--- config.mk ---
export PLATFORM = sky130hd
export DESIGN_NAME = quoted_printable_decoder_top
export DESIGN_NICKNAME = d
export VERILOG_FILES = /design/src/design/qpd_pkg.sv /design/src/design/qpd_decode.sv /design/src/design/qpd_emit.sv /design/src/design/quoted_printable_decoder_top.sv
export VERILOG_INCLUDE_DIRS = /design/src /design/src/design
export SDC_FILE = /design/constraint.sdc
export NUM_CORES = 1
export LEC_CHECK = 0
export BUFFER_PORTS_ARGS = -buffer_cell sky130_fd_sc_hd__buf_2
export CAP_MARGIN = 20
export CORE_UTILIZATION = 46
export DETAILED_ROUTE_END_ITERATION = 8
export PLACE_DENSITY = 0.74
export RECOVER_POWER = 100
export SETUP_SLACK_MARGIN = 0.02
export SKIP_LAST_GASP = 1
export SLEW_MARGIN = 20
export SYNTH_ARGS = -nofsm -noshare
export SYNTH_HDL_FRONTEND = slang
export SYNTH_SLANG_ARGS = --single-unit
--- constraint.sdc ---
create_clock -name clk_i -period 6.79 [get_ports clk_i]
set_input_delay 0.3395 -clock clk_i [delete_from_list [all_inputs] [get_ports clk_i]]
set_output_delay 0.3395 -clock clk_i [all_outputs]
set_load 0.01 [all_outputs]
--- src/design/quoted_printable_decoder_top_assert.svh ---
// ----------------------------------------------------------------------------
// Quoted-printable decoder assertion macros
// Shared property wrappers, clocked on clk_i and disabled while in reset.
// ----------------------------------------------------------------------------
`ifndef QUOTED_PRINTABLE_DECODER_TOP_ASSERT_SVH
`define QUOTED_PRINTABLE_DECODER_TOP_ASSERT_SVH

// Same-cycle implication.
`define QPD_ASSERT_NOW(lbl, ante, cons) \
  lbl: assert property (@(posedge clk_i) disable iff (!rst_ni) (ante) |-> (cons)) \
    else $error("qpd assertion failed");

// Next-cycle implication.
`define QPD_ASSERT_NEXT(lbl, ante, cons) \
  lbl: assert property (@(posedge clk_i) disable iff (!rst_ni) (ante) |=> (cons)) \
    else $error("qpd assertion failed");

`endif

--- src/design/qpd_pkg.sv ---
// ----------------------------------------------------------------------------
// Quoted-printable decoder package
// Character codes, escape phase type, batch types and hex helpers.
// ----------------------------------------------------------------------------
package qpd_pkg;

  localparam int CountWidth    = 16;
  localparam int OutCountWidth = 16;
  localparam int MaxResults    = 3;

  localparam logic [7:0] CharEq  = 8'h3D;
  localparam logic [7:0] CharLf  = 8'h0A;
  localparam logic [7:0] Char0   = 8'h30;
  localparam logic [7:0] Char9   = 8'h39;
  localparam logic [7:0] CharLa  = 8'h61;
  localparam logic [7:0] CharLf2 = 8'h66;
  localparam logic [7:0] CharUa  = 8'h41;
  localparam logic [7:0] CharUf  = 8'h46;

  typedef enum logic [1:0] {
    PhIdle  = 2'd0,
    PhEq    = 2'd1,
    PhDigit = 2'd2
  } qpd_phase_e;

  // Results caused by one request, in output order.
  typedef struct packed {
    logic [1:0]                       num;
    logic [MaxResults-1:0][7:0]       bytes;
    logic                             has_byte;
    logic                             last;
  } qpd_batch_t;

  typedef struct packed {
    qpd_batch_t  batch;
    qpd_phase_e  phase;
    logic [7:0]  held;
  } qpd_dec_t;

  function automatic logic is_hex(input logic [7:0] c);
    return ((c >= Char0) && (c <= Char9)) || ((c >= CharLa) && (c <= CharLf2)) ||
           ((c >= CharUa) && (c <= CharUf));
  endfunction

  function automatic logic [3:0] nibble(input logic [7:0] c);
    logic [7:0] v;
    v = 8'd0;
    if ((c >= Char0) && (c <= Char9)) begin
      v = c - Char0;
    end else if ((c >= CharLa) && (c <= CharLf2)) begin
      v = c - CharLa + 8'd10;
    end else if ((c >= CharUa) && (c <= CharUf)) begin
      v = c - CharUa + 8'd10;
    end
    return v[3:0];
  endfunction

endpackage

--- src/design/qpd_decode.sv ---
// ----------------------------------------------------------------------------
// Quoted-printable decode logic
// Maps escape state and one input byte to up to three results and the
// next escape state.
// ----------------------------------------------------------------------------
module qpd_decode (
  input  qpd_pkg::qpd_phase_e phase_i,
  input  logic [7:0]          held_i,
  input  logic [7:0]          data_byte_i,
  input  logic                last_i,
  output qpd_pkg::qpd_dec_t   dec_o
);
  import qpd_pkg::*;

  function automatic qpd_batch_t push(input qpd_batch_t b, input logic [7:0] c);
    qpd_batch_t r;
    r = b;
    if (b.num != 2'd3) begin
      r.bytes[b.num] = c;
      r.num          = b.num + 2'd1;
    end
    return r;
  endfunction

  always_comb begin
    qpd_batch_t bt;
    qpd_phase_e np;
    logic [7:0] nh;
    bt          = '0;
    bt.has_byte = 1'b1;
    np          = PhIdle;
    nh          = held_i;

    unique case (phase_i)
      PhEq: begin
        if (data_byte_i == CharLf) begin
          np = PhIdle;  // soft break, drop both
        end else if (is_hex(data_byte_i)) begin
          np = PhDigit;
          nh = data_byte_i;
        end else begin
          bt = push(bt, CharEq);
          if (data_byte_i == CharEq) np = PhEq;
          else bt = push(bt, data_byte_i);
        end
      end
      PhDigit: begin
        if (is_hex(held_i) && is_hex(data_byte_i)) begin
          bt = push(bt, {nibble(held_i), nibble(data_byte_i)});
        end else begin
          bt = push(bt, CharEq);
          bt = push(bt, held_i);
          if (data_byte_i == CharEq) np = PhEq;
          else bt = push(bt, data_byte_i);
        end
      end
      default: begin
        if (data_byte_i == CharEq) np = PhEq;
        else bt = push(bt, data_byte_i);
      end
    endcase

    if (last_i) begin
      // flush a pending escape as literal bytes
      if (np == PhEq) begin
        bt = push(bt, CharEq);
      end else if (np == PhDigit) begin
        bt = push(bt, CharEq);
        bt = push(bt, nh);
      end
      if (bt.num == 2'd0) begin
        bt.num      = 2'd1;
        bt.has_byte = 1'b0;
      end
      bt.last = 1'b1;
      np      = PhIdle;
      nh      = 8'd0;
    end

    dec_o.batch = bt;
    dec_o.phase = np;
    dec_o.held  = nh;
  end

endmodule

--- src/design/qpd_emit.sv ---
// ----------------------------------------------------------------------------
// Quoted-printable result emitter
// Holds one batch of results and shifts them out through the output register
// one per cycle unless stalled, tagging each with the saturating byte count.
// ----------------------------------------------------------------------------
module qpd_emit (
  input  logic                          clk_i,
  input  logic                          rst_ni,
  input  logic                          push_i,
  input  qpd_pkg::qpd_batch_t           batch_i,
  output logic                          push_ready_o,
  output logic                          out_valid_o,
  input  logic                          out_ready_i,
  output logic                          has_byte_o,
  output logic [7:0]                    out_byte_o,
  output logic                          out_last_o,
  output logic [qpd_pkg::OutCountWidth-1:0] out_count_o
);
  import qpd_pkg::*;

  localparam logic [CountWidth-1:0] CountMax = {CountWidth{1'b1}};

  logic                  b_valid_q;
  qpd_batch_t            b_q;
  logic [1:0]            b_idx_q;
  logic                  o_valid_q;
  logic                  o_has_q;
  logic [7:0]            o_byte_q;
  logic                  o_last_q;
  logic [OutCountWidth-1:0] o_count_q;
  logic [CountWidth-1:0] cnt_q;
  logic [CountWidth-1:0] cnt_d;
  logic [CountWidth-1:0] cnt_val;

  logic o_free;
  logic load;
  logic at_end;
  logic b_done;
  logic entry_last;

  assign o_free     = !o_valid_q || out_ready_i;
  assign load       = b_valid_q && o_free;
  assign at_end     = (b_idx_q == (b_q.num - 2'd1));
  assign b_done     = load && at_end;
  assign entry_last = b_q.last && at_end;

  assign push_ready_o = !b_valid_q || b_done;

  // Count the byte being loaded; markers leave it as is.
  assign cnt_val = (b_q.has_byte && (cnt_q != CountMax)) ? cnt_q + CountWidth'(1) : cnt_q;
  assign cnt_d   = entry_last ? '0 : cnt_val;

  always_ff @(posedge clk_i or negedge rst_ni) begin
    if (!rst_ni) begin
      b_valid_q <= 1'b0;
      b_idx_q   <= 2'd0;
      o_valid_q <= 1'b0;
      cnt_q     <= '0;
    end else begin
      if (push_i) begin
        b_valid_q <= 1'b1;
        b_idx_q   <= 2'd0;
      end else if (b_done) begin
        b_valid_q <= 1'b0;
      end else if (load) begin
        b_idx_q <= b_idx_q + 2'd1;
      end
      if (load) begin
        o_valid_q <= 1'b1;
        cnt_q     <= cnt_d;
      end else if (out_ready_i) begin
        o_valid_q <= 1'b0;
      end
    end
  end

  always_ff @(posedge clk_i) begin
    if (push_i) begin
      b_q <= batch_i;
    end
    if (load) begin
      o_has_q   <= b_q.has_byte;
      o_byte_q  <= b_q.has_byte ? b_q.bytes[b_idx_q] : 8'd0;
      o_last_q  <= entry_last;
      o_count_q <= OutCountWidth'(cnt_val);
    end
  end

  assign out_valid_o = o_valid_q;
  assign has_byte_o  = o_has_q;
  assign out_byte_o  = o_byte_q;
  assign out_last_o  = o_last_q;
  assign out_count_o = o_count_q;

endmodule

--- src/design/quoted_printable_decoder_top.sv ---
// An accepted request goes to the batch register; its first result then moves on to
// the output register when that is free, and can be taken from there. Throughput: one
// request per cycle while the output is taken and each yields at most one result;
// a request yielding k results (k up to 3) holds the batch register until all k are
// loaded; the result stage (a batch register feeding an output register) sets the rate.
// Reset (rst_ni low, asynchronous) clears escape state, byte count and valids.
// ----------------------------------------------------------------------------
// Quoted-printable decoder top level
// Escape state registers, decode logic and result emitter.
// ----------------------------------------------------------------------------
`include "quoted_printable_decoder_top_assert.svh"

module quoted_printable_decoder_top (
  input  logic        clk_i,
  input  logic        rst_ni,
  input  logic        in_valid_i,
  output logic        in_ready_o,
  input  logic [7:0]  data_byte_i,
  input  logic        last_i,
  output logic        out_valid_o,
  input  logic        out_ready_i,
  output logic        has_byte_o,
  output logic [7:0]  out_byte_o,
  output logic        out_last_o,
  output logic [qpd_pkg::OutCountWidth-1:0] out_count_o
);
  import qpd_pkg::*;

  qpd_phase_e phase_q;
  logic [7:0] held_q;
  qpd_dec_t   dec;
  logic       accept;
  logic       push;

  qpd_decode u_decode (
    .phase_i     (phase_q),
    .held_i      (held_q),
    .data_byte_i (data_byte_i),
    .last_i      (last_i),
    .dec_o       (dec)
  );

  assign accept = in_valid_i && in_ready_o;
  assign push   = accept && (dec.batch.num != 2'd0);

  always_ff @(posedge clk_i or negedge rst_ni) begin
    if (!rst_ni) begin
      phase_q <= PhIdle;
      held_q  <= 8'd0;
    end else if (accept) begin
      phase_q <= dec.phase;
      held_q  <= dec.held;
    end
  end

  qpd_emit u_emit (
    .clk_i        (clk_i),
    .rst_ni       (rst_ni),
    .push_i       (push),
    .batch_i      (dec.batch),
    .push_ready_o (in_ready_o),
    .out_valid_o  (out_valid_o),
    .out_ready_i  (out_ready_i),
    .has_byte_o   (has_byte_o),
    .out_byte_o   (out_byte_o),
    .out_last_o   (out_last_o),
    .out_count_o  (out_count_o)
  );

  `QPD_ASSERT_NOW(a_marker_is_last, out_valid_o && !has_byte_o, out_last_o)
  `QPD_ASSERT_NOW(a_byte_counted, out_valid_o && has_byte_o, out_count_o != '0)
  `QPD_ASSERT_NEXT(a_last_clears_phase, accept && last_i, phase_q == PhIdle)

endmodule

==> reports/qor.csv <==
stage;metric;value;unit
run_status;status;complete, but fails checks;
run_status;violated checks;capacitance limit, slew limit;
floorplanning;Initial Utilization;47.3;%
timing;slew margin rel.;-19.0;%
logic_synthesis;prevailing post-synth register cell;edfxtp_1;
finish;Diodes inserted;0;
power_and_ir_drop;maximum vdd drop;0.141;mV
logic_synthesis;share of the synthesized area in the top cell type;33.4;%
cts;CTS Buf Count;9;
placement;Post-DP Area;5080;um^2
cts;CTS Sinks;84;
route;wire per inst;18.4;um
floorplanning;core area;10300;um^2
logic_synthesis;Synth top cells by count;nand2_1, edfxtp_1, o21ai_0;
worst_setup_path;CP Launch Type;flip-flop;
timing;final setup skew;0.0131;ns
global_route;vias in the first global route;3500;
logic_synthesis;warnings from Yosys;0;
timing;Final TNS setup;0;ns
finish;layout cell share with drive strength beyond 1;9.94;%
finish;P&R area growth vs syn;7.32;%
global_route;initial antenna violation count;0;
cts;CTS tree;yes;
logic_synthesis;Synth cell types;76;
timing;Final Setup Violations;0;
timing;final hold slack;0.304;ns
route;Routed WL;11.4;mm
global_route;first-pass GRT wire length;18.1;mm
power_and_ir_drop;Static Leakage;1.93;nW
worst_setup_path;Setup crit end;u_emit.b_q[21];
timing;Final Max Slew Viols;68;
placement;I/O Buffers;40;
timing;minimum clock period;4.39;ns
timing;period utilisation layout;64.6;%
logic_synthesis;most common cell in the netlist;nand2_1;
logic_synthesis;asr flop ratio synth;35.7;%
floorplanning;num ports;41;
timing;maximum clock frequency;228;MHz
finish;Fillers;987;
global_route;GRT Residual Overflow;0;
placement;pre-CTS WS;3.88;ns
finish;nets;502;
worst_setup_path;Crit Path Class;reg2reg;
worst_setup_path;reg2reg start;held_q[0];
cts;H-Tree Depth;3;
worst_setup_path;slowest stage delay, CP;1.33;ns
worst_setup_path;Worst Setup End Kind;flip-flop;
cts;clk_lat worst skew;0.35;ns
route;vias per inst;5.93;
cts;clk slew on worst S/H paths;0.08;ns
power_and_ir_drop;Cell Pwr Density;286;nW/um^2
route;post-route ant nets;0;
logic_synthesis;Gate Count Post-Synth;453;
timing;Fin. Hold Viols;0;
route;# DRC;0;
worst_setup_path;WP data arrival;4.24;ns
route;first-pass iteration count of the detailed router;5;
cts;CTS root buffer;clkbuf_8;
worst_setup_path;reg2reg end;u_emit.b_q[21];
logic_synthesis;Synth Cell Area;4860;um^2
logic_synthesis;#FFs+latches synth;84;
route;via count;3673;
worst_setup_path;worst-case reg-to-reg path depth;8;
cts;cts hold-fix bufs;0;
worst_setup_path;flop2flop setup slack;2.40;ns
worst_setup_path;WP data required;6.65;ns
floorplanning;Die X;105;um
min_path;Hold WC Path Type;in2reg;
global_route;GR Util All Layers;21.2;%
cts;Clock Tree Buf Depth;2;
logic_synthesis;syn_area_per_cell;10.7;um^2
worst_setup_path;CP startpoint;held_q[0];
cts;post-CTS setup buffer count;0;
global_route;largest net degree at the start of global routing;31;
finish;post-route cell area;5210;um^2
logic_synthesis;Synth area leaders;edfxtp_1, dfrtp_1, nand2_1, o21ai_0, ha_1;
logic_synthesis;syn nets;477;
route;DR iter-0 viols;248;
worst_setup_path;crit-path max FO;30;
worst_setup_path;worst-path cell chain;inv_1 > ha_1 > o21bai_4 > a2111oi_0 > a211oi_1 > o22ai_1 > a21oi_2 > clkbuf_1;
run;number of max-cap violations;3;
timing;RSZ-0062 raised after global routing;no;
timing;worst-margin pin slew;1.78;ns
floorplanning;FP Rows;37;
floorplanning;die span in y;105;um
logic_synthesis;Post-synth EDFFs;54;
floorplanning;die area;11000;um^2
logic_synthesis;sequential area share after synthesis;48.8;%
placement;placer congestion estimate;0.940;
timing;setup slack after layout;2.40;ns
placement;DP HPWL;8.03;mm
cts;post_cts resized;0;
logic_synthesis;area leader, netlist;edfxtp_1;
worst_setup_path;slowest cell on the critical path;a2111oi_0;
## worst min path at each step
stage | start | end | slack, ns | cells after the start
floorplan | rst_ni | held_q[0] | 0.04 | 0
global placement | rst_ni | u_emit.cnt_q[10] | 0.45 | 1
detailed placement | rst_ni | u_emit.cnt_q[10] | 0.45 | 1
CTS | rst_ni | u_emit.cnt_q[1] | 0.06 | 1
global route | out_ready_i | u_emit.out_valid_o | 0.31 | 3
finish | out_ready_i | u_emit.out_valid_o | 0.30 | 3
## per-layer routing
layer | wire length (um) | vias up | GRT usage, %
met5 | 0 | - | 0
met4 | 368 | 0 | 10.3
met3 | 661 | 29 | 3.87
met2 | 5290 | 158 | 33.6
met1 | 5050 | 1760 | 28.0
li1 | - | 1726 | -
## through the flow
step           util, %  power, mW  std cells
2_1_floorplan        -      0.976        453
3_3_place_gp      49.4       1.08        603
3_5_place_dp      49.4       1.09        603
4_1_cts           51.9       1.52        619
5_1_grt           50.7       1.57        619
6_report          50.7       1.49        619
## worst max-delay path: cells and delay by family (launching register included)
family	cells	cell delay (ns)
adder cells (fa/ha/maj)	1	0.31
buffers and inverters	2	0.83
flip-flops	1	0.51
AO/OA/AOI/OAI	5	2.23
## where the power goes
part,switching [mW],internal [mW],leakage [nW]
clock,0.177,0.251,0.128
combinational,0.210,0.118,0.885
sequential,0.0617,0.672,0.919
## state kept, by name, summed over array words and instances (netlist names)
| register | count |
|---|---|
| u_emit.cnt_q | 16 |
| u_emit.out_byte_o | 8 |
| held_q | 8 |
| u_emit.b_q | 28 |
| u_emit.b_valid_q | 1 |
| u_emit.b_idx_q | 2 |
| u_emit.out_valid_o | 1 |
| u_emit.has_byte_o | 1 |
| u_emit.out_last_o | 1 |
| u_emit.out_count_o | 16 |
| phase_q | 2 |
## cell type report
class / count / area (um^2) / share of cell area, %
Sequential cell: 84 / 2370 / 45.5
Multi-Input combinational cell: 329 / 2200 / 42.2
Clock buffer: 12 / 176 / 3.38
Tap cell: 136 / 170 / 3.26
Timing Repair Buffer: 42 / 169 / 3.24
Clock inverter: 4 / 77.6 / 1.49
Inverter: 12 / 45.0 / 0.864
## logic make-up (layout without fill, tap and decap cells)
kind of cell	Yosys count	count (layout)	share of synthesized area (%)
compound gates	131	131	20.5
xor+xnor	23	23	4.15
fa+ha+maj	11	11	2.83
buf+inv	40	70	4.33
flops	84	84	48.8
mux	12	12	2.50
simple gates	152	152	16.9
## placed cells by master, fill, tap and decap left out, types with 3 or more instances in the layout
| cell type | netlist | layout |
|---|---|---|
| nand4_1 | 4 | 4 |
| clkbuf_8 | 0 | 11 |
| edfxtp_1 | 54 | 54 |
| and4_1 | 3 | 4 |
| o31ai_1 | 10 | 10 |
| mux2i_1 | 11 | 11 |
| a21bo_2 | 3 | 3 |
| xnor2_1 | 14 | 14 |
| and3_1 | 4 | 4 |
| nand3_1 | 15 | 15 |
| a31oi_1 | 6 | 6 |
| buf_2 | 9 | 9 |
| and2_0 | 0 | 10 |
| a2111oi_0 | 0 | 3 |
| nor2_1 | 18 | 18 |
| nand2_1 | 58 | 58 |
| nor3b_1 | 3 | 3 |
| a21oi_1 | 19 | 20 |
| o21ai_0 | 38 | 40 |
| dfrtp_1 | 30 | 30 |
| ha_1 | 11 | 11 |
| xor2_1 | 9 | 9 |
| clkbuf_1 | 9 | 33 |
| a41oi_1 | 3 | 3 |
| nor3_1 | 5 | 5 |
| inv_1 | 12 | 12 |
| nand2b_1 | 8 | 8 |
| and2_1 | 13 | 3 |
| a211oi_1 | 4 | 6 |
| a21oi_2 | 4 | 3 |
| a22o_1 | 9 | 9 |
Note: power is estimated with default switching activity, not from simulation.
